===== src/design/spt_pkg.sv =====
// Package of sigmoid_perceptron_trainer: codes, command/status structs,
// fixed widths and the elaboration-time sigmoid table builder. No dependencies.
package spt_pkg;

	localparam int NUM_FEATURES_DEF    = 3;
	localparam int SIGMOID_ENTRIES_DEF = 256;
	localparam int FEATURE_FIELDS      = 3;

	localparam int DATA_W = 16;
	localparam int MUL_W  = 18;
	localparam int PROD_W = 2 * MUL_W;
	localparam int FRAC_SHIFT = 16;
	// sum is Q8.24, table step is 16/ENTRIES: index = (sum + 8) * ENTRIES >> 28
	localparam int IDX_SHIFT = 28;
	localparam longint SUM_BIAS = 64'd8 << 24;

	typedef enum logic [1:0] {
		KIND_TRAIN   = 2'd0,
		KIND_PREDICT = 2'd1,
		KIND_LOAD    = 2'd2
	} kind_t;

	typedef enum logic [1:0] {
		MUL_DOT,
		MUL_DERIV,
		MUL_ERR,
		MUL_UPD
	} mul_sel_t;

	typedef enum logic [3:0] {
		ST_IDLE,
		ST_DOT,
		ST_DOT_END,
		ST_INDEX,
		ST_LOOK,
		ST_DERIV,
		ST_ERR,
		ST_ADJ,
		ST_UPD,
		ST_UPD_END,
		ST_DONE
	} ctrl_state_t;

	typedef struct packed {
		logic     capture;
		mul_sel_t mul_sel;
		logic     acc_en;
		logic     idx_en;
		logic     pred_en;
		logic     adj_en;
		logic     w_wr;
		logic     w_load;
		logic     out_load;
	} dp_cmd_t;

	typedef struct packed {
		logic train;
		logic load;
	} dp_status_t;

	// Restoring division, used only while building constants.
	function automatic logic [63:0] udiv_const(logic [63:0] a, logic [63:0] b);
		logic [63:0] rem;
		logic [63:0] quo;
		rem = '0;
		quo = '0;
		for (int i = 63; i >= 0; i--) begin
			rem = {rem[62:0], a[i]};
			if (rem >= b) begin
				rem = rem - b;
				quo[i] = 1'b1;
			end
		end
		return quo;
	endfunction

	// Sigmoid table entry k in Q0.16 for x = -8 + k*16/entries.
	function automatic logic [15:0] sig_entry(int unsigned k, int unsigned entries);
		logic [63:0] y;
		logic [63:0] term;
		logic [63:0] r;
		logic [63:0] p;
		logic [63:0] den;
		logic [63:0] val;
		longint      acc;
		int unsigned half;
		int unsigned steps;
		y    = udiv_const(64'd16 << 30, 64'(entries));
		term = 64'd1 << 30;
		acc  = longint'(64'd1 << 30);
		for (int n = 1; n <= 24; n++) begin
			term = udiv_const((term * y) >> 30, 64'(n));
			if (n % 2 == 1) begin
				acc = acc - longint'(term);
			end else begin
				acc = acc + longint'(term);
			end
		end
		r     = (acc > 0) ? 64'(acc) : 64'd0;
		half  = entries >> 1;
		steps = (k >= half) ? (k - half) : (half - k);
		p     = 64'd1 << 30;
		for (int j = 0; j < int'(steps); j++) begin
			p = (p * r + (64'd1 << 29)) >> 30;
		end
		den = (64'd1 << 30) + p;
		if (k >= half) begin
			val = udiv_const((64'd1 << 46) + (den >> 1), den);
		end else begin
			val = udiv_const((p << 16) + (den >> 1), den);
		end
		return (val > 64'd65535) ? 16'hFFFF : val[15:0];
	endfunction

endpackage


===== src/design/spt_ctrl.sv =====
// Sequencer of sigmoid_perceptron_trainer: steps the shared multiplier.
// Depends on spt_pkg.
module spt_ctrl import spt_pkg::*; #(
	parameter int NUM_FEATURES = NUM_FEATURES_DEF,
	localparam int CNT_W = (NUM_FEATURES > 1) ? $clog2(NUM_FEATURES) : 1
) (
	input  logic             clk,
	input  logic             arst_n,
	input  logic             in_valid,
	output logic             in_ready,
	output logic             out_valid,
	input  logic             out_ready,
	input  dp_status_t       status,
	output dp_cmd_t          cmd,
	output logic [CNT_W-1:0] rd_idx
);

	localparam logic [CNT_W-1:0] LAST = CNT_W'(NUM_FEATURES - 1);

	ctrl_state_t      state_q, state_d;
	logic [CNT_W-1:0] cnt_q;
	logic             out_valid_q;
	logic             cnt_last;
	logic             counting;

	assign cnt_last  = (cnt_q == LAST);
	assign counting  = (state_q == ST_DOT) || (state_q == ST_UPD);
	assign rd_idx    = cnt_q;
	assign out_valid = out_valid_q;

	always_ff @(posedge clk or negedge arst_n) begin
		if (!arst_n) begin
			state_q     <= ST_IDLE;
			cnt_q       <= '0;
			out_valid_q <= 1'b0;
		end else begin
			state_q <= state_d;
			if (counting && !cnt_last) begin
				cnt_q <= cnt_q + 1'b1;
			end else begin
				cnt_q <= '0;
			end
			if (cmd.out_load) begin
				out_valid_q <= 1'b1;
			end else if (out_ready) begin
				out_valid_q <= 1'b0;
			end
		end
	end

	always_comb begin
		state_d = state_q;
		case (state_q)
			ST_IDLE:    if (in_valid) state_d = ST_DOT;
			ST_DOT:     if (cnt_last) state_d = ST_DOT_END;
			ST_DOT_END: state_d = ST_INDEX;
			ST_INDEX:   state_d = ST_LOOK;
			ST_LOOK:    state_d = status.train ? ST_DERIV : ST_DONE;
			ST_DERIV:   state_d = ST_ERR;
			ST_ERR:     state_d = ST_ADJ;
			ST_ADJ:     state_d = ST_UPD;
			ST_UPD:     if (cnt_last) state_d = ST_UPD_END;
			ST_UPD_END: state_d = ST_DONE;
			ST_DONE:    if (!out_valid_q || out_ready) state_d = ST_IDLE;
			default:    state_d = ST_IDLE;
		endcase
	end

	always_comb begin
		cmd      = '0;
		cmd.mul_sel = MUL_DOT;
		in_ready = 1'b0;
		case (state_q)
			ST_IDLE: begin
				in_ready    = 1'b1;
				cmd.capture = in_valid;
			end
			ST_DOT: begin
				cmd.mul_sel = MUL_DOT;
				cmd.acc_en  = (cnt_q != '0);
			end
			ST_DOT_END: cmd.acc_en = 1'b1;
			ST_INDEX:   cmd.idx_en = 1'b1;
			ST_LOOK: begin
				cmd.pred_en = 1'b1;
				cmd.w_load  = status.load;
			end
			ST_DERIV: cmd.mul_sel = MUL_DERIV;
			ST_ERR:   cmd.mul_sel = MUL_ERR;
			ST_ADJ:   cmd.adj_en  = 1'b1;
			ST_UPD: begin
				cmd.mul_sel = MUL_UPD;
				cmd.w_wr    = (cnt_q != '0);
			end
			ST_UPD_END: cmd.w_wr = 1'b1;
			ST_DONE:    cmd.out_load = !out_valid_q || out_ready;
			default: begin
				cmd = '0;
			end
		endcase
	end

endmodule


===== config.mk =====
export PLATFORM = sky130hd
export DESIGN_NAME = spt_ctrl
export DESIGN_NICKNAME = d
export VERILOG_FILES = /design/src/design/spt_pkg.sv /design/src/design/spt_ctrl.sv
export SDC_FILE = /design/constraint.sdc
export NUM_CORES = 1
export LEC_CHECK = 0
export BUFFER_PORTS_ARGS = -buffer_cell sky130_fd_sc_hd__buf_2
export CAP_MARGIN = 10
export CORE_AREA = 8 8 45 47
export CTS_CLUSTER_SIZE = 20
export DETAILED_ROUTE_END_ITERATION = 10
export DIE_AREA = 0 0 53 55
export PLACE_DENSITY = 0.68
export SLEW_MARGIN = 0
export SYNTH_ARGS = -nofsm -noshare
export SYNTH_HDL_FRONTEND = slang
export SYNTH_SLANG_ARGS = --single-unit
export TNS_END_PERCENT = 5

===== constraint.sdc =====
create_clock -name clk -period 1.4 [get_ports clk]
set_input_delay 0.35 -clock clk [delete_from_list [all_inputs] [get_ports clk]]
set_output_delay 0.35 -clock clk [all_outputs]
set_load 0.005 [all_outputs]

# --- After elaboration in Yosys (flattened, before gate mapping) ---
# Index checks and enable logic that the tools add are counted.
word_totals:
  reg_bits: 7
  input_bits: 6
  out_inout_bits: 14
classes:
  add_sub_neg: 1
  eq_ne: 15
  n_mux: 19
  reduce_logical: 9
op_table:
  columns: ["cell", "n"]
  rows:
  - ["4-bit case mux with 11 select lines", 1]
  - ["4-bit 2-to-1 mux", 5]
  - ["4-bit by 3-bit equality test with 1-bit output, second input constant", 4]
  - ["4-bit equality test, second input constant", 3]
  - ["1-bit 2-to-1 mux", 9]
  - ["4-bit by 2-bit equality test with 1-bit output, second input constant", 2]
  - ["2-bit != test, second input constant", 4]
  - ["2-bit case mux with 3 select lines", 1]
  - ["4-bit by 1-bit equality test with 1-bit output, second input constant", 1]
  - ["4-bit logical NOT", 1]
  - ["1-bit case mux with 2 select lines", 2]
  - ["4-bit AND reduction", 1]
  - ["2-bit nonzero test", 2]
  - ["2-bit by 1-bit adder with 2-bit output, second input constant", 1]
  - ["2-bit equality test, second input constant", 1]
  - ["1-bit logical NOT", 2]
  - ["1-bit logical OR", 2]
  - ["2-bit 2-to-1 mux", 1]
  - ["1-bit logical AND", 1]

# --- Longest topological paths before layout ---
depth:
  ltp_word: 4
  ltp_mapped: 6

# --- Least setup slack after synthesis ---
# OpenSTA, ideal clock, no wires.
synth_path:
  path_kind: "register to register"
  startpoint: "register state_q[0]"
  endpoint: "register state_q[0]"
  setup_ps: 137
  t_arrival_ps: 1358
  path_slack_ps: -95
  path_stages_with_launch: 5
  n_path_buf: 1
  period_less_slack_ps: 1495
  path_cell_list: "dfrtp_1 > clkbuf_1 > mux2_2 > o31ai_1 > o21ai_0"
synth_between:
  elab_chain_cells: 3
  elab_cells_between_ends: 17
synth_lines:
  columns: ["item", "line", "rtl"]
  rows:
  - ["from (decl)", "spt_ctrl.sv:20", "ctrl_state_t state_q, state_d;"]
  - ["from (signal assigned)", "spt_ctrl.sv:37", "state_q <= state_d;"]
  - ["4-bit equality test, or another cell as far along", "spt_ctrl.sv:53", "case (state_q)"]
  - ["2-bit != test (no source line)", null, null]
  - ["4-bit AND reduction (no source line)", null, null]
# Several ways; a longest one is shown, not always the timed one.
# A chain may end at the register's enable or synchronous reset.

==> impl_metrics.env <==
export IMPL_cts_path_max_buffers=2
export IMPL_synth_top_cell_area_share_pct=34.23
export IMPL_synth_flop_cell="dfrtp_1"
export IMPL_finalSetupViolCount=14
export IMPL_area_delta_synth_final_pct=63.33
export IMPL_dp_slack_ns=-0.09481
export IMPL_path_max_fanout=2
export IMPL_clk_pin_slew_worst_paths_ns=0.05
export IMPL_vias=592
export IMPL_drive_gt1_share_pct=50.98
export IMPL_drc=0
export IMPL_critPathKind="reg -> out"
export IMPL_grt_max_degree=14
export IMPL_maxSlewViolCount=0
export IMPL_wl_um=1484
export IMPL_drtPass1Iterations=4
export IMPL_syn_inst=68
export IMPL_synth_top_area_cell="dfrtp_1"
export IMPL_die_area_um2=2915
export IMPL_worst_pin_slew_ns=0.3828
export IMPL_crit_end="cmd[0]"
export IMPL_cts_root_buffer="clkbuf_4"
export IMPL_cp_startpoint="state_q[2]"
export IMPL_ys_seq_elements=7
export IMPL_syn_area_per_cell_um2=7.526
export IMPL_r2r_start="state_q[2]"
export IMPL_finalNetCount=111
export IMPL_ys_warn_count=0
export IMPL_syn_area_um2=511.7
export IMPL_ios=20
export IMPL_hold_viol=0
export IMPL_synth_edff_count=0
export IMPL_drt_vias_per_instance=5.017
export IMPL_clk_latency_ns=0.25
export IMPL_ys_seq_area_share_pct=34.23
export IMPL_fin_crit_ns=1.713
export IMPL_met2_length_um=717
export IMPL_cp_start_kind="register"
export IMPL_power_frac_comb_pct=70.3
export IMPL_end_kind="output pin"
export IMPL_hold_path_class="in -> reg"
export IMPL_p_sw_share_pct=42.53
export IMPL_final_common_cell="buf_2"
export IMPL_n_fill_cell=135
export IMPL_first_global_vias=595
export IMPL_outcome="complete, but fails checks"
export IMPL_rrSetupSlack_ns=-0.20
export IMPL_overflow=0
export IMPL_p_sw_w=0.0007552
export IMPL_drt_iter0_markers=8
export IMPL_synthesis_nets=76
export IMPL_powerDensity_nw_per_um2=2124
export IMPL_rsz0062_at_grt="yes"
export IMPL_drtAntennaViolNets=0
export IMPL_fmax_ghz=0.5839
export IMPL_clock_sinks=7
export IMPL_rr_worst_depth=5
export IMPL_cts_tree="done"
export IMPL_wl_per_cell_um=12.58
export IMPL_max_slew_margin_pct=74.30
export IMPL_dieWidth_um=53
export IMPL_die_h_um=55
export IMPL_dpl_hpwl_um=1079
export IMPL_ir_drop_mv=1.011
export IMPL_reg2reg_to="state_q[3]"
export IMPL_power_frac_seq_pct=19.8
export IMPL_core_rowCount=14
export IMPL_antenna_found_initial=0
export IMPL_crit_required_ns=1.05
export IMPL_tns_ns=-2.817
export IMPL_fp_coreArea_um2=1384
export IMPL_final_util_pct=60.40
export IMPL_crit_arrival_ns=1.36
export IMPL_failed_checks="negative setup slack"
export IMPL_finalWorstSetupSlack_ns=-0.3125
export IMPL_numCtsBuffers=3
export IMPL_grt_total_usage_pct=11.48
export IMPL_fin_crit_sh_pct=122.3
export IMPL_wl_met3_um=132
export IMPL_synth_area_leaders="dfrtp_1 (34%), o21ai_0 (6.8%), nor2_1 (6.6%)"
export IMPL_start_util_pct=36.98
export IMPL_io_buffers=19
export IMPL_p_int_w=0.001020
export IMPL_top_layer="met4"
export IMPL_grt_pass1_wl_um=2525
export IMPL_p_clk_share_pct=10.0
export IMPL_h_tree_depth=1
export IMPL_synthArstFlopShare_pct=100.0
export IMPL_maxCapViolations=0
export IMPL_yosysUniqueCellTypes=25
export IMPL_finalClockSkew_ns=0.004794
export IMPL_p_leak_nw=0.4141
export IMPL_place_congestion=0.7906
export IMPL_wl_met1_um=622
export IMPL_final_cell_mix="buf_2 (19), buf_4 (12), nor2_1 (8), o21ai_0 (6), dfrtp_1 (6)"
export IMPL_diodes=0
[layout make-up]
type                            instances  area [um2]  share of cell area (%)
Sequential cell                         7       176.4                   21.11
Clock buffer                            4       26.28                   3.144
Multi-Input combinational cell         52       376.6                   45.06
Tap cell                               16       20.02                   2.395
Timing Repair Buffer                   34       217.7                   26.05
Inverter                                5       18.77                   2.246
[layer usage]
layer  global-route usage (%)  vias to the layer above
met3                    3.476                        2
li1                         -                      303
met2                    18.55                       20
met5                        0                        -
met4                    7.759                        0
met1                    12.81                      267
[how the worst min path moves through the flow]
stage                     cells past startpoint       from   endpoint  slack, ns
final                                         2  out_ready  out_valid       0.32
after global routing                          2  out_ready  out_valid       0.35
after CTS                                     2  out_ready  out_valid       0.30
after detailed placement                      1     arst_n  rd_idx[1]       0.19
after global placement                        1     arst_n  rd_idx[0]       0.19
after floorplan                               0     arst_n  out_valid       0.05
[synthesized netlist by cell type (all sizes together), types with 2 or more instances]
| cell | instances |
|---|---|
| clkbuf | 4 |
| ha | 2 |
| o21ai | 7 |
| a21oi | 4 |
| nand2b | 2 |
| or3 | 2 |
| dfrtp | 7 |
| inv | 5 |
| nor3 | 5 |
| nand2 | 5 |
| nor4 | 2 |
| or2 | 2 |
| nor2 | 9 |
[cells by family after synthesis]
kind of cell	count (synthesis)	share of synthesized area, %
AND/OR/NAND/NOR	32	32.03
AO/OA/AOI/OAI	15	16.63
buffers and inverters	9	6.601
flip-flops	7	34.23
XOR/XNOR	2	3.424
adder cells (fa/ha/maj)	2	4.889
multiplexers	1	2.200
[repair_timing]
action / CTS / global route
buffers inserted: 1 / 1
hold buffers: 1 / 0
gates resized for setup: 12 / 7
pin swaps: 4 / 4
hold endpoints to repair: 7 / 0
endpoints found under the setup margin: 15 / 16
[registers in the layout, summed over array words and instances, names as in the netlist]
register	cells
out_valid	1
rd_idx	2
state_q	4
[stage by stage]
step           cell area, um2  total power (W)  cells  hold WS, ns
2_1_floorplan           518.0        0.0009270     68      0.05441
3_3_place_gp            706.9         0.001346    111       0.1892
3_5_place_dp            706.9         0.001365    111       0.1864
4_1_cts                 795.8         0.001681    117       0.3045
5_1_grt                 835.8         0.001948    118       0.3480
6_report                835.8         0.001776    118       0.3190
[power by group through the flow]
| stage | registers (W) | logic, W | clock network [W] |
|---|---|---|---|
| after global placement | 0.000336 | 0.00101 | 0 |
| after CTS | 0.000346 | 0.00115 | 0.000187 |
| after global routing | 0.000363 | 0.00139 | 0.000200 |
| after floorplan | 0.000325 | 0.000602 | 0 |
| final | 0.000351 | 0.00125 | 0.000177 |
| after detailed placement | 0.000336 | 0.00103 | 0 |
[worst max-delay path, cell delays in order, from the launching register on]
cell and delay (ns):
dfrtp_1 0.37, nand2b_4 0.14, or3b_4 0.37, a21oi_2 0.11
buf_2 0.12
Power figures use the tool's default switching activity.
